**config.mk**
```make
export PLATFORM = sky130hd
export DESIGN_NAME = phca_match
export DESIGN_NICKNAME = d
export VERILOG_FILES = /design/src/design/phca_pkg.sv /design/src/design/phca_match.sv
export SDC_FILE = /design/constraint.sdc
export NUM_CORES = 1
export LEC_CHECK = 0
export BUFFER_PORTS_ARGS = -buffer_cell sky130_fd_sc_hd__buf_2
export CAP_MARGIN = 20
export CORE_ASPECT_RATIO = 0.6
export CORE_MARGIN = 2
export CORE_UTILIZATION = 40
export DETAILED_ROUTE_END_ITERATION = 8
export GPL_ROUTABILITY_DRIVEN = 0
export PLACE_DENSITY = 0.63
export SETUP_SLACK_MARGIN = 0.2
export SLEW_MARGIN = 20
export SYNTH_ARGS = -nofsm -noshare
export SYNTH_HDL_FRONTEND = slang
export SYNTH_SLANG_ARGS = --single-unit
```
**constraint.sdc**
```tcl
create_clock -name vclk -period 6.9
set_clock_uncertainty 0.2 [all_clocks]
set_input_delay 0.345 -clock vclk [all_inputs]
set_output_delay 0.345 -clock vclk [all_outputs]
set_load 0.02 [all_outputs]
```
**src/design/phca_pkg.sv**
```systemverilog
// phca_pkg: shared constants, types and control bundles of the pixel hit
// cluster assigner
// depends on nothing; imported by every module of the block
package phca_pkg;

  // sizing of the per-chip stores
  localparam int NUM_CHIPS = 48;
  localparam int MAX_HITS  = 64;

  // fixed field widths
  localparam int CHIP_W  = 6;
  localparam int COL_W   = 10;
  localparam int ROW_W   = 9;
  localparam int TAG_W   = 16;
  localparam int LIM_W   = 4;
  localparam int LABEL_W = 6;
  localparam int CNT_W   = 7;

  // derived address widths
  localparam int CHIP_AW  = (NUM_CHIPS > 1) ? $clog2(NUM_CHIPS) : 1;
  localparam int HIT_AW   = $clog2(MAX_HITS);
  localparam int HS_AW    = CHIP_AW + HIT_AW;
  localparam int HS_DEPTH = NUM_CHIPS * (2 ** HIT_AW);

  localparam logic [LIM_W-1:0] LIMIT_RST = LIM_W'(2);

  // sequencer states
  typedef enum logic [2:0] {
    S_IDLE,
    S_LOOKUP,
    S_SCAN,
    S_UPDATE,
    S_DONE
  } state_e;

  // one stored hit
  typedef struct packed {
    logic [COL_W-1:0]  col;
    logic [ROW_W-1:0]  row;
    logic [HIT_AW-1:0] label;
  } hit_entry_t;

  // per-chip event bookkeeping
  typedef struct packed {
    logic [TAG_W-1:0] tag;
    logic [CNT_W-1:0] hits;
    logic [CNT_W-1:0] clusters;
  } chip_entry_t;

  // hit and cluster-size store controls
  typedef struct packed {
    logic [CHIP_AW-1:0] chip;
    logic               rd_en;
    logic [HIT_AW-1:0]  rd_idx;
    logic               wr_en;
    logic [HIT_AW-1:0]  wr_idx;
    hit_entry_t         wr_entry;
    logic               sz_rd_en;
    logic [HIT_AW-1:0]  sz_rd_lbl;
    logic               sz_wr_en;
    logic [HIT_AW-1:0]  sz_wr_lbl;
    logic [CNT_W-1:0]   sz_wr_val;
  } hs_ctrl_t;

  // chip table controls
  typedef struct packed {
    logic               rd_en;
    logic [CHIP_AW-1:0] rd_chip;
    logic               wr_en;
    logic [CHIP_AW-1:0] wr_chip;
    chip_entry_t        wr_entry;
  } ct_ctrl_t;

  // one result word
  typedef struct packed {
    logic [CHIP_W-1:0]  chip;
    logic [LABEL_W-1:0] label;
    logic [CNT_W-1:0]   size;
    logic [CNT_W-1:0]   hits;
    logic [CNT_W-1:0]   clusters;
    logic               fresh;
    logic               ovf;
  } result_t;

endpackage

```
**src/design/phca_match.sv**
```systemverilog
// phca_match: shared neighbor compare unit, one stored hit per use
// depends on phca_pkg
module phca_match (
  input  logic [phca_pkg::COL_W-1:0] col_i,
  input  logic [phca_pkg::ROW_W-1:0] row_i,
  input  logic [phca_pkg::COL_W-1:0] ref_col_i,
  input  logic [phca_pkg::ROW_W-1:0] ref_row_i,
  input  logic [phca_pkg::LIM_W-1:0] limit_i,
  output logic                       match_o
);
  import phca_pkg::*;

  logic [COL_W-1:0] dcol;
  logic [ROW_W-1:0] drow;

  // absolute distances
  assign dcol = (col_i > ref_col_i) ? (col_i - ref_col_i) : (ref_col_i - col_i);
  assign drow = (row_i > ref_row_i) ? (row_i - ref_row_i) : (ref_row_i - row_i);

  // both distances strictly below the limit
  assign match_o = (dcol < COL_W'(limit_i)) && (drow < ROW_W'(limit_i));

endmodule

```
==> results of run 1 <==
[Yosys cell counts, types with 5 or more instances]
| cell type | instances | area [um^2] |
|---|---|---|
| nand2_1 | 13 | 48.8 |
| nor2_1 | 10 | 37.5 |
| ha_1 | 42 | 526 |
| nand3_1 | 5 | 25.0 |
| xnor2_1 | 10 | 87.6 |
| inv_1 | 49 | 184 |
| o21ai_0 | 13 | 65.1 |
| nor2b_1 | 6 | 37.5 |
| nand4_1 | 5 | 31.3 |
| a21oi_1 | 30 | 150 |
| nor3_1 | 6 | 30.0 |
[cells by family (layout without fill, tap and decap cells)]
kind of cell / after synthesis / in the layout / synth area share [%]
compound gates: 83 / 83 / 29.1
fa+ha+maj: 46 / 46 / 29.2
buf+inv: 60 / 92 / 13.5
simple gates: 75 / 75 / 21.0
xor+xnor: 11 / 11 / 4.65
mux: 5 / 5 / 2.54
[final cells by class]
cell class	count	area, um^2
Fill cell	521	2760
Multi-Input combinational cell	220	1790
Timing Repair Buffer	43	215
Inverter	49	184
Tap cell	66	82.6
[per-stage QoR]
step           power (mW)  cell area, um^2  worst slack, ns
2_1_floorplan       0.151             2070             3.35
3_3_place_gp        0.189             2270             2.88
3_5_place_dp        0.191             2270             2.84
4_1_cts             0.192             2270             2.83
5_1_grt             0.219             2270             2.55
6_report            0.195             2270             2.80
[tightest hold or removal path, cell delays in order]
cell,delay [ns]
buf_2,0.10
inv_1,0.07
ha_1,0.14
nor2_1,0.04
nand4_1,0.09
nor4_2,0.04
buf_2,0.15
[layer usage]
layer	track usage (%)	vias to the layer above	wire [um]	share of wire (%)
met5	0	-	0	0
met4	1.01	0	14	0.28
met3	1.99	2	357	7.1
met2	23.6	77	1700	34
met1	29.4	881	2940	59
li1	-	1058	-	-
[worst paths after layout]
path / start / to / slack [ns] / depth (start not counted)
hold / removal: limit_i[3] / match_o / 1.12 / 7
setup / recovery: row_i[4] / match_o / 2.80 / 15
[power groups by stage]
| stage | Sequential, mW | Clock [mW] | Combinational, mW |
|---|---|---|---|
| final | 0 | 0 | 0.195 |
| after global routing | 0 | 0 | 0.219 |
| after CTS | 0 | 0 | 0.192 |
| after detailed placement | 0 | 0 | 0.191 |
| after global placement | 0 | 0 | 0.189 |
| after floorplan | 0 | 0 | 0.151 |
==> summary.txt, run 1 <==
Die Wd: 96.9 um
Gate power share: 100.0%
Cells after synthesis: 280
Outcome: finished clean
FF+latch count: 0
Cell variety after synth: 63
CP peak stage delay: 0.48 ns
Post-DRT Antenna Nets: 0
WHS: 1.12 ns
Post-CTS sizing: 0
Worst Path Buf+Inv: 3
Setup tns final: 0 ns
Routed via count: 2018
Port buffer count: 43
Number of max-cap violations: 0
Max-Slew Margin vs Limit: 53.1%
Worst vdd ir: 0.0293 mV
Wire length per cell: 13.3 um
Largest net degree at the start of global routing: 13
Critical path launch point type: input pin
Final Setup Violations: 0
Int Pwr: 0.0852 mW
Cell Chain, Critical Path: buf_2 -> inv_1 -> ha_1 -> nand3_2 -> o21bai_4 -> a311oi_1 -> o311a_1 -> mux2_2 -> ha_1 -> a21oi_1 -> nor2b_1 -> o21ai_0 -> nand4_1 -> nor4_2 -> buf_2
Clock Power Share: 0%
Share of cells above drive strength 1: 19.6%
Post-synthesis sequential area ratio: 0%
Gr ovfl total: 0
Vias in the first global route: 1737
RSZ-0062 raised after global routing: no
Pleak: 1.15 nW
Sw frac: 56.2%
# DRC: 0
Worst Hold Class: in -> out
Syn. warnings: 0
Critical path class: in -> out
Top delay family on crit path: compound AO/OA/AOI/OAI gates
Post-Place Cells: 378
Core box area: 5030 um^2
Initial Utilization: 41.2%
Req. time, crit path: 6.36 ns
Register share of total power: 0%
Syn avg cell area: 7.40 um^2
Final number of max-transition violations: 0
Antenna violations before repair: 0
Ratio of final minimum period to clock period: 59.4%
IO Count: 43
Arrival @ worst endpoint: 3.55 ns
Final non-filler cell total: 378
First-pass DRT Iterations: 5
Commonest non-fill, non-tap cell in the layout: inv_1
WL final: 5.02 mm
Mapped Nets: 368
First-pass GRT wire length: 8.39 mm
Reg area: 0 um^2
Least-Margin Pin Slew: 0.692 ns
DR iter-0 viols: 147
Number of vias per cell: 5.34
Hold Violations, Final: 0
Slowest-stage cell, CP: ha_1
Die Footprint: 5790 um^2
Total GRT Usage: 17.4%
# diodes: 0
Post-CTS Setup Bufs: 0
Commonest cells after routing, fill and taps aside: inv_1, buf_2, ha_1, a21oi_1
Nets: 402
Final HPWL DP: 4.37 mm
# rows: 20
Peak Freq: 0.244 GHz
Hold Buf Count CTS: 0
Worst-path maximum fanout: 11
Layout Utilization: 45.2%
Synth Cell Area: 2070 um^2
Crit. End Element: output port
Net Switching: 0.109 mW
Clock buffer cells: 0
Pwr dens: 85.6 nW/um^2
DIE HEIGHT: 59.8 um
Syn-to-layout area delta: 9.72%
Min cycle time layout: 4.10 ns
Power figures use the tool's default switching activity.
==> run 2, diff against run 1 <==
Settings changed: PLACE_DENSITY 0.63 to 0.66.
Clock period 6.9 ns to 3.39 ns, I/O delays scaled along.
==> run 2 against run 1 <==
- final area grew 22%
- setup slack lost 2.6 ns
- die area did not move
- combinational power rose to 2.7 times the previous value
- global-route usage grew 2.3 points
- total power rose to 2.7 times the previous value
- routed wire length up 20%
- largest power group unchanged
- highest routed layer unchanged
==> summary.txt, run 2 (same netlist as run 1, synthesis figures left out) <==
Die Footprint: 5790 um^2 (unchanged)
CP most frequent cell: ha_4
Total GRT Usage: 19.7% (was 17.4%)
Core box area: 5030 um^2 (unchanged)
Antenna violations before repair: 0 (unchanged)
Final Setup Violations: 0 (unchanged)
Routed via count: 2258 (was 2018)
Number of vias per cell: 5.49 (was 5.34)
Reg area: 0 um^2 (unchanged)
Cell Chain, Critical Path: buf_2 -> inv_1 -> ha_4 -> or2_1 -> a21oi_2 -> a311oi_2 -> o311a_1 -> mux2_4 -> ha_4 -> a21oi_4 -> nor2b_4 -> o21ai_2 -> nand4_1 -> nor4_4 -> buf_4 (was buf_2 -> inv_1 -> ha_1 -> nand3_2 -> o21bai_4 -> a311oi_1 -> o311a_1 -> mux2_2 -> ha_1 -> a21oi_1 -> nor2b_1 -> o21ai_0 -> nand4_1 -> nor4_2 -> buf_2)
Hold Violations, Final: 0 (unchanged)
Syn-to-layout area delta: 33.4% (was 9.72%)
Port buffer count: 43 (unchanged)
Power, Total: 0.533 mW (was 0.195 mW)
Worst vdd ir: 0.0797 mV (was 0.0293 mV)
# rows: 20 (unchanged)
WL final: 6.02 mm (was 5.02 mm)
IO Count: 43 (unchanged)
Req. time, crit path: 3.02 ns (was 6.36 ns)
Pleak: 1.34 nW (was 1.15 nW)
First-pass DRT Iterations: 5 (unchanged)
Critical path class: in -> out (unchanged)
FF+latch count: 0 (unchanged)
Die Wd: 96.9 um (unchanged)
Nets: 435 (was 402)
Critical path launch point type: input pin (unchanged)
Worst-path maximum fanout: 3 (was 11)
Initial Utilization: 41.2% (unchanged)
Ratio of final minimum period to clock period: 94.4%
Peak Freq: 0.312 GHz
Least-Margin Pin Slew: 0.437 ns (was 0.692 ns)
Setup tns final: 0 ns (unchanged)
Final non-filler cell total: 411 (was 378)
Commonest cells after routing, fill and taps aside: inv_1, buf_2, buf_4, ha_1, a21oi_1 (was inv_1, buf_2, ha_1, a21oi_1)
RSZ-0062 raised after global routing: yes (was no)
Post-Place Cells: 399 (was 378)
DIE HEIGHT: 59.8 um (unchanged)
Pwr dens: 193 nW/um^2 (was 85.6 nW/um^2)
Commonest non-fill, non-tap cell in the layout: inv_1 (unchanged)
Number of max-cap violations: 0 (unchanged)
Min cycle time layout: 3.20 ns
Hold Buf Count CTS: 0 (unchanged)
Clock buffer cells: 0 (unchanged)
Max-Slew Margin vs Limit: 70.8% (was 53.1%)
# DRC: 0 (unchanged)
Wire length per cell: 14.7 um (was 13.3 um)
Gr ovfl total: 0 (unchanged)
WHS: 0.835 ns (was 1.12 ns)
Final number of max-transition violations: 0 (unchanged)
DR iter-0 viols: 161 (was 147)
Vias in the first global route: 2064 (was 1737)
# diodes: 0 (unchanged)
Worst Hold Class: in -> out (unchanged)
Share of cells above drive strength 1: 35.9% (was 19.6%)
Final HPWL DP: 4.73 mm (was 4.37 mm)
Crit. End Element: output port (unchanged)
Slowest-stage cell, CP: o311a_1 (was ha_1)
Arrival @ worst endpoint: 2.83 ns (was 3.55 ns)
Largest net degree at the start of global routing: 12 (was 13)
CP peak stage delay: 0.39 ns (was 0.48 ns)
Post-DRT Antenna Nets: 0 (unchanged)
Outcome: finished clean (unchanged)
First-pass GRT wire length: 9.55 mm (was 8.39 mm)
[run 2: cell count changes in the layout (fill, tap and decap cells not counted), moves of 5 or more]
cell / previous run / this run
ha_4: 0 / 10
ha_1: 42 / 29
buf_4: 0 / 33
inv_1: 49 / 42
inv_2: 0 / 5
[run 2: final cells by class]
| type | instances | area (um^2) |
|---|---|---|
| inverter | 49 | 189 |
| multi-input combinational | 220 | 2010 |
| fill | 449 | 2270 |
| timing repair buffer | 76 | 485 |
| tap | 66 | 82.6 |
[run 2: power by group]
| group | switching [mW] | internal [mW] | leakage [nW] |
|---|---|---|---|
| Clock | 0 | 0 | 0 |
| Combinational | 0.272 | 0.262 | 1.34 |
| Sequential | 0 | 0 | 0 |
| Total | 0.272 | 0.262 | 1.34 |
[run 2: final timing paths]
check	depth (start not counted)	startpoint	slack [ns]	endpoint
setup / recovery	15	row_i[5]	0.19	match_o
hold / removal	7	limit_i[3]	0.84	match_o
[run 2: metal layers]
| layer | track usage, % | vias to the layer above | routed length, um |
|---|---|---|---|
| met5 | 0 | - | 0 |
| met4 | 0.604 | 0 | 14 |
| met3 | 0.936 | 2 | 364 |
| met2 | 30.8 | 86 | 2440 |
| met1 | 31.4 | 1046 | 3200 |
| li1 | - | 1124 | - |
[run 2: worst max-delay path: cells and delay by family]
| kind | cells | cell delay, ns |
|---|---|---|
| AO/OA/AOI/OAI | 5 | 0.93 |
| adder cells (fa/ha/maj) | 2 | 0.42 |
| buffers and inverters | 3 | 0.37 |
| multiplexers | 1 | 0.34 |
| AND/OR/NAND/NOR | 4 | 0.61 |
[run 2: metrics by stage]
step	utilization (%)	area [um^2]	setup WS, ns
6_report	55.0	2760	0.188
2_1_floorplan	-	2080	0.275
3_5_place_dp	48.5	2440	-0.0608
3_3_place_gp	48.5	2440	-0.00211
5_1_grt	55.0	2760	0.0539
4_1_cts	52.5	2640	0.0762
[run 2: repair_timing]
action / CTS / global route
cloned: 0 / 0
setup endpoints to repair: 1 / 1
buffers inserted: 6 / 6
pin swaps: 23 / 24
resized for setup: 28 / 20
