## config.mk

```make
export PLATFORM = sky130hd
export DESIGN_NAME = phca_chip_table
export DESIGN_NICKNAME = d
export VERILOG_FILES = /design/src/design/phca_pkg.sv /design/src/design/phca_chip_table.sv
export SDC_FILE = /design/constraint.sdc
export NUM_CORES = 1
export LEC_CHECK = 0
export BUFFER_PORTS_ARGS = -buffer_cell sky130_fd_sc_hd__buf_2
export CAP_MARGIN = 20
export CORE_UTILIZATION = 41
export CTS_CLUSTER_DIAMETER = 30
export CTS_CLUSTER_SIZE = 16
export DETAILED_ROUTE_END_ITERATION = 6
export PLACE_DENSITY = 0.62
export SYNTH_ARGS = -nofsm -noshare
export SYNTH_HDL_FRONTEND = slang
export SYNTH_SLANG_ARGS = --single-unit
export TNS_END_PERCENT = 30
```

## constraint.sdc

```tcl
create_clock -name clk_i -period 2.5 [get_ports clk_i]
set_input_delay 0.625 -clock clk_i [delete_from_list [all_inputs] [get_ports clk_i]]
set_output_delay 0.625 -clock clk_i [all_outputs]
set_load 0.005 [all_outputs]
```

## src/design/phca_pkg.sv

```systemverilog
// phca_pkg: shared constants, types and control bundles of the pixel hit
// cluster assigner
// depends on nothing; imported by every module of the block
package phca_pkg;

  // sizing of the per-chip stores
  localparam int NUM_CHIPS = 48;
  localparam int MAX_HITS  = 64;

  // fixed field widths
  localparam int CHIP_W  = 6;
  localparam int COL_W   = 10;
  localparam int ROW_W   = 9;
  localparam int TAG_W   = 16;
  localparam int LIM_W   = 4;
  localparam int LABEL_W = 6;
  localparam int CNT_W   = 7;

  // derived address widths
  localparam int CHIP_AW  = (NUM_CHIPS > 1) ? $clog2(NUM_CHIPS) : 1;
  localparam int HIT_AW   = $clog2(MAX_HITS);
  localparam int HS_AW    = CHIP_AW + HIT_AW;
  localparam int HS_DEPTH = NUM_CHIPS * (2 ** HIT_AW);

  localparam logic [LIM_W-1:0] LIMIT_RST = LIM_W'(2);

  // sequencer states
  typedef enum logic [2:0] {
    S_IDLE,
    S_LOOKUP,
    S_SCAN,
    S_UPDATE,
    S_DONE
  } state_e;

  // one stored hit
  typedef struct packed {
    logic [COL_W-1:0]  col;
    logic [ROW_W-1:0]  row;
    logic [HIT_AW-1:0] label;
  } hit_entry_t;

  // per-chip event bookkeeping
  typedef struct packed {
    logic [TAG_W-1:0] tag;
    logic [CNT_W-1:0] hits;
    logic [CNT_W-1:0] clusters;
  } chip_entry_t;

  // hit and cluster-size store controls
  typedef struct packed {
    logic [CHIP_AW-1:0] chip;
    logic               rd_en;
    logic [HIT_AW-1:0]  rd_idx;
    logic               wr_en;
    logic [HIT_AW-1:0]  wr_idx;
    hit_entry_t         wr_entry;
    logic               sz_rd_en;
    logic [HIT_AW-1:0]  sz_rd_lbl;
    logic               sz_wr_en;
    logic [HIT_AW-1:0]  sz_wr_lbl;
    logic [CNT_W-1:0]   sz_wr_val;
  } hs_ctrl_t;

  // chip table controls
  typedef struct packed {
    logic               rd_en;
    logic [CHIP_AW-1:0] rd_chip;
    logic               wr_en;
    logic [CHIP_AW-1:0] wr_chip;
    chip_entry_t        wr_entry;
  } ct_ctrl_t;

  // one result word
  typedef struct packed {
    logic [CHIP_W-1:0]  chip;
    logic [LABEL_W-1:0] label;
    logic [CNT_W-1:0]   size;
    logic [CNT_W-1:0]   hits;
    logic [CNT_W-1:0]   clusters;
    logic               fresh;
    logic               ovf;
  } result_t;

endpackage

```

## src/design/phca_chip_table.sv

```systemverilog
// phca_chip_table: per-chip event tag and counts, plus active flags
// depends on phca_pkg
module phca_chip_table (
  input  logic                  clk_i,
  input  logic                  rst_ni,
  input  phca_pkg::ct_ctrl_t    ctrl_i,
  output phca_pkg::chip_entry_t rdata_o,
  output logic                  active_o
);
  import phca_pkg::*;

  chip_entry_t          entry_mem [NUM_CHIPS];
  chip_entry_t          rdata_q;
  logic [NUM_CHIPS-1:0] active_q;
  logic                 active_rd_q;

  // active flags, cleared by reset, set on any write
  always_ff @(posedge clk_i or negedge rst_ni) begin
    if (!rst_ni) begin
      active_q <= '0;
    end else if (ctrl_i.wr_en) begin
      active_q[ctrl_i.wr_chip] <= 1'b1;
    end
  end

  // entry memory with registered read
  always_ff @(posedge clk_i) begin
    if (ctrl_i.wr_en) begin
      entry_mem[ctrl_i.wr_chip] <= ctrl_i.wr_entry;
    end
    if (ctrl_i.rd_en) begin
      rdata_q     <= entry_mem[ctrl_i.rd_chip];
      active_rd_q <= active_q[ctrl_i.rd_chip];
    end
  end

  assign rdata_o  = rdata_q;
  assign active_o = active_rd_q;

endmodule
```

==> results of run 1 <==
how the worst min path moves through the flow:
stage                             from           end  slack, ns
after detailed placement  active_q[34]  active_q[34]       0.45
final                       ctrl_i[42]      active_o       0.20
after CTS                   ctrl_i[42]      active_o       0.16
after global routing        ctrl_i[42]      active_o       0.20
after floorplan                 rst_ni   active_q[0]       0.33
after global placement     active_q[2]   active_q[2]       0.45
logic make-up after synthesis:
group	synth area share [%]
buffers and inverters	1.609
flip-flops	77.28
AO/OA/AOI/OAI	5.300
AND/OR/NAND/NOR	1.381
multiplexers	14.43
registers in the layout, summed over array words and instances, names as in the netlist:
register	cells
active_q	48
active_o	1
entry_mem	1440
rdata_o	30
cells in the mapped netlist (23+ instances only):
cell type | n | area (µm²)
clkbuf_1 | 61 | 229.0
a21oi_1 | 62 | 310.3
buf_4 | 23 | 172.7
mux4_2 | 159 | 3581
a221oi_1 | 40 | 350.3
edfxtp_1 | 1471 | 44170
dfrtp_1 | 48 | 1201
nor2_1 | 52 | 195.2
a22oi_1 | 122 | 915.9
nand2_1 | 39 | 146.4
o41ai_2 | 30 | 488.0
o22ai_1 | 30 | 187.7
buf_2 | 38 | 190.2
a22o_1 | 61 | 534.3
mux2i_1 | 489 | 4895
or2_2 | 50 | 312.8
power breakdown:
group	switching [µW]	total [µW]	internal [µW]
Clock	12800	39300	26500
Combinational	1800	3110	1310
Sequential	168	28500	28400
layout make-up:
cell class | instances | share of cell area [%]
Antenna cell | 8 | 0.02688
Clock buffer | 336 | 10.56
Clock inverter | 190 | 2.881
Multi-Input combinational cell | 1182 | 17.17
Sequential cell | 1519 | 60.92
Tap cell | 1890 | 3.175
Timing Repair Buffer | 372 | 5.273
cell usage in the layout, fill, tap and decap left out, types with 2 or more instances in the layout:
| cell | instances |
|---|---|
| a21oi_1 | 62 |
| a221oi_1 | 40 |
| a221oi_2 | 20 |
| a22o_1 | 61 |
| a22oi_1 | 122 |
| buf_12 | 104 |
| buf_2 | 72 |
| buf_4 | 193 |
| bufinv_16 | 38 |
| clkbuf_1 | 23 |
| clkbuf_16 | 308 |
| clkbuf_8 | 5 |
| clkinv_1 | 33 |
| clkinv_2 | 42 |
| clkinv_4 | 18 |
| clkinvlp_4 | 30 |
| dfrtp_1 | 48 |
| diode_2 | 8 |
| edfxtp_1 | 1471 |
| inv_6 | 23 |
| inv_8 | 3 |
| mux2i_1 | 489 |
| mux4_2 | 159 |
| nand2_1 | 38 |
| nand2b_1 | 2 |
| nand2b_2 | 2 |
| nand3_1 | 6 |
| nand3b_1 | 2 |
| nor2_1 | 3 |
| nor2_4 | 49 |
| nor2b_1 | 6 |
| nor2b_4 | 2 |
| o22ai_1 | 30 |
| o41ai_2 | 30 |
| or2_2 | 50 |
metal layers:
layer | global-route usage, % | part of all wire, % | vias up
li1 | - | - | 13063
met1 | 29.09 | 41 | 16208
met2 | 34.75 | 48 | 1322
met3 | 6.222 | 8.7 | 268
met4 | 6.257 | 2.1 | 22
met5 | 0 | 0.081 | -
what timing repair did:
action,in CTS,in global routing
gates resized for setup,0,0
setup endpoints to repair,0,0
hold buffers,1,0
endpoints found under the hold margin,48,0
stage by stage:
step	hold slack, ns	TNS (ns)	cells	util, %	area [µm²]
2_1_floorplan	0.3294	-345.46	2868	-	58730
3_3_place_gp	0.4455	-9.079	4962	45.46	64450
3_5_place_dp	0.4486	-9.682	4962	45.46	64450
4_1_cts	0.1584	0	5489	52.53	74470
5_1_grt	0.1973	0	5491	52.53	74470
6_report	0.2041	0	5497	52.54	74490
==> impl_metrics.yaml, run 1 <==
power:
  max-vdd-ir-drop_uv: 637.1
  leakagePower_uw: 0.02607
  power_density_mw_per_mm2: 952.6
  total_power_uw: 70950
setup_path:
  path_buf_inv: 1
  crit_fanout: 1
  regToRegSetupSlack_ns: 0.47
  cp_top_family: "flip-flops"
  critPathCaptureType: "output pin"
  worstSetupStartpoint: "rdata_o[11]"
  cp.depth: 1
  crit_arrival_ns: 1.70
  worstSetupEndpoint: "rdata_o[11]"
  cpMaxStageDelayCell: "edfxtp_1"
  start_kind: "flop"
  critical_path_required_ns: 1.88
  r2r_end: "rdata_o[17]"
  rr_startpoint: "entry_mem[47][17]"
  max_stage_delay_ns: 0.63
  path_cells: "buf_2"
  rr_worst_depth: 4
  critPathKind: "reg2out"
final_layout:
  regArea_mm2: 0.04537
  syn2layout_area_growth_pct: 26.86
  multiInputGateArea_mm2: 0.01279
  drive_above_1_share_pct: 32.12
  fill_cells: 10863
  nets: 3420
timing:
  worst_slew_pin_slew_ns: 0.9324
  maxSlewViolCount: 0
  relSlewSlack_pct: 37.84
  rsz0062_at_grt: "false"
  setup_violations: 0
  final.min_clock_period_ns: 2.324
  period_share_pct: 92.95
  hold_viol: 0
  worst_slack_ns: 0.1762
  finalClockSkew_ns: 0.05001
  fmax_mhz: 430.3
run_status:
  status: "finished, final reports clean"
clock_network:
  insertion_delay_ns: 0.88
  cts_buffer_depth: 4
  postCtsSetupBuffers: 0
  cts_tree: "yes"
  cts.clk_slew.worst_paths_ns: 0.05
  clock_sinks: 1519
  cts_buffers: 299
  clock-root-buffer: "clkbuf_16"
  ctsHtreeMaxLevel: 5
route:
  route.vias.total: 30883
  routedWlPerCell_um: 28.64
  ant_nets: 0
  via_per_inst: 5.618
  route.detailed.drc: 0
  dr.pass1.iters: 5
  drt_wl_total_um: 157400
  dr.first_iter.drc_count: 3163
placement:
  dp_hpwl_um: 88000
  place.gp.congestion: 0.7922
  port_buffers: 76
  pre_cts_ws_ns: -0.4126
die:
  die_w_um: 380.4
  row_count: 138
  dieArea_mm2: 0.1447
  coreArea_mm2: 0.1418
  initial_utilization_pct: 41.42
  die_h_um: 380.4
  ioPinCount: 77
global_routing:
  grt-ovfl-total: 0
  antenna_found_initial: 23
  grt_pass1_wl_um: 225500
  grtUsageTotal_pct: 21.79
  first_global_vias: 31848
  grt_max_degree: 62
job:
  max_cap_viol_count: 0
synth:
  async_flop_share_pct: 3.160
  synthCells: 2868
  synth_seq_area_share_pct: 77.28
  syn_nets: 2914
  synth_edf_count: 1471
  synth.avg_cell_area_um2: 20.47
  synth_seq_cells: 1519
  netlist_area_mm2: 0.05872
  ys_warn_count: 0
  synth_cell_types: 32
  yosys_most_used_dff: "edfxtp_1"
min_path:
  hold_depth: 2
  hp-class: "in2reg"
Note: power is estimated with default switching activity, not from simulation.
==> run 2, diff against run 1 <==
Clock period 2.5 ns to 2.34 ns, I/O delays scaled along.
==> run 2 against run 1 <==
Against the previous run: total power is 6.8% higher; design area is 0.87% higher; global-route usage is essentially flat; count of clock-buffer cells in the layout fell by 8; worst setup slack got worse by 0.065 ns; critical endpoint is now rdata_o[9]; sequential share of layout area down 0.53 points; non-clock buffer count up 48.
==> impl_metrics.yaml, run 2 (synthesized netlist as in run 1, its figures left out) <==
setup_path:
  start_kind: "flop"
  cp_top_family: "flip-flops"
  critical_path_required_ns: 1.75
  max_stage_delay_ns: 0.55
  crit_fanout: 1
  path_cells: "buf_2"
  cpMaxStageDelayCell: "edfxtp_1"
  critPathCaptureType: "output pin"
  crit_arrival_ns: 1.64
  critPathKind: "reg2out"
  path_buf_inv: 1
placement:
  port_buffers: 76
  pre_cts_ws_ns: -0.4809
  place_area_mm2: 0.06518
  dp_hpwl_um: 91370
  place.gp.congestion: 0.7952
route:
  ant_nets: 0
  route.vias.total: 31151
  routedWlPerCell_um: 28.52
  drt_wl_total_um: 157800
  wl_met1_um: 65950
  dr.pass1.iters: 5
  route.detailed.drc: 0
  top_layer: "met5"
  dr.first_iter.drc_count: 3337
  via_per_inst: 5.630
  wl_met3_um: 13160
  wl_met2_um: 75560
run_status:
  status: "finished, final reports clean"
power:
  max-vdd-ir-drop_uv: 683.4
  leakagePower_uw: 0.02635
  power_density_mw_per_mm2: 1008
timing:
  fmax_mhz: 448.6
  maxSlewViolCount: 0
  period_share_pct: 95.26
  final.min_clock_period_ns: 2.229
  worst_slack_ns: 0.1108
  worst_slew_pin_slew_ns: 0.9340
  hold_viol: 0
  setup_violations: 0
  whs_ns: 0.2041
  rsz0062_at_grt: "false"
  finalClockSkew_ns: 0.04953
  relSlewSlack_pct: 37.73
clock_network:
  insertion_delay_ns: 0.88
  ctsResizeCount: 0
  hold_buffers: 1
  clock_sinks: 1519
  cts_tree: "yes"
  postCtsSetupBuffers: 0
  cts_buffer_depth: 4
  ctsHtreeMaxLevel: 5
  cts.clk_slew.worst_paths_ns: 0.05
  clock-root-buffer: "clkbuf_16"
  cts_buffers: 298
global_routing:
  first_global_vias: 31802
  grtUsageTotal_pct: 21.77
  grt-ovfl-total: 0
  grt_max_degree: 49
  antenna_found_initial: 18
  grt_pass1_wl_um: 226100
final_layout:
  fin_area_mm2: 0.07514
  nets: 3467
  largest_reg_flops: 1440
  drive_above_1_share_pct: 33.02
  regMostFlops: "entry_mem"
  final_cell_mix: "edfxtp_1 (1471), mux2i_1 (489), clkbuf_16 (302), buf_4 (211), mux4_2 (159)"
  syn2layout_area_growth_pct: 27.96
  final_common_cell: "edfxtp_1"
die:
  coreArea_mm2: 0.1418
  dieArea_mm2: 0.1447
  ioPinCount: 77
  die_w_um: 380.4
  row_count: 138
  die_h_um: 380.4
  initial_utilization_pct: 41.42
job:
  max_cap_viol_count: 0
min_path:
  hp-class: "in2reg"
[run 2: cell count changes in the layout (fill, tap and decap cells not counted), sizes merged]
cell,change
clkbuf,-8
clkinv,-7
diode,-5
bufinv,+2
clkinvlp,+2
buf,+48
inv,+4
[run 2: where the power goes]
part	switching (µW)	internal, µW
Sequential	184	30300
Combinational	1960	1490
Clock	13800	28100
Total	15900	59900
[run 2: path summary, 6_finish.rpt]
path                                    end  slack, ns  depth (start not counted)              start
min in group asynchronous      active_q[40]       0.31                          2             rst_ni
max reg2reg                     rdata_o[18]       0.30                          4  entry_mem[35][18]
min reg2reg                    active_q[28]       0.46                          1       active_q[28]
max                              rdata_o[9]       0.11                          1         rdata_o[9]
min                        entry_mem[2][25]       0.20                          1         ctrl_i[25]
max in group asynchronous       active_q[5]       1.44                          3             rst_ni
[run 2: cell type report]
cell class	count	area [µm²]
antenna	3	7.507
fill	10791	66620
multi-input combinational	1182	12790
clock inverter	191	2261
sequential	1519	45370
timing repair buffer	420	4663
clock buffer	328	7675
tap	1890	2365
[run 2: per-layer routing]
metal,vias up,GRT usage [%]
met5,-,0
met4,20,5.645
met3,264,5.573
met2,1322,34.69
met1,16394,29.75
li1,13151,-
[run 2: through the flow]
step | utilization, % | total power [µW] | TNS [ns] | instances
after floorplan | - | 32700 | -441.52 | 2868
after global placement | 45.98 | 34360 | -10.30 | 5010
after detailed placement | 45.98 | 34420 | -10.81 | 5010
after CTS | 53.00 | 76230 | 0 | 5530
after global routing | 53.00 | 77780 | 0 | 5531
final | 53.00 | 75770 | 0 | 5533
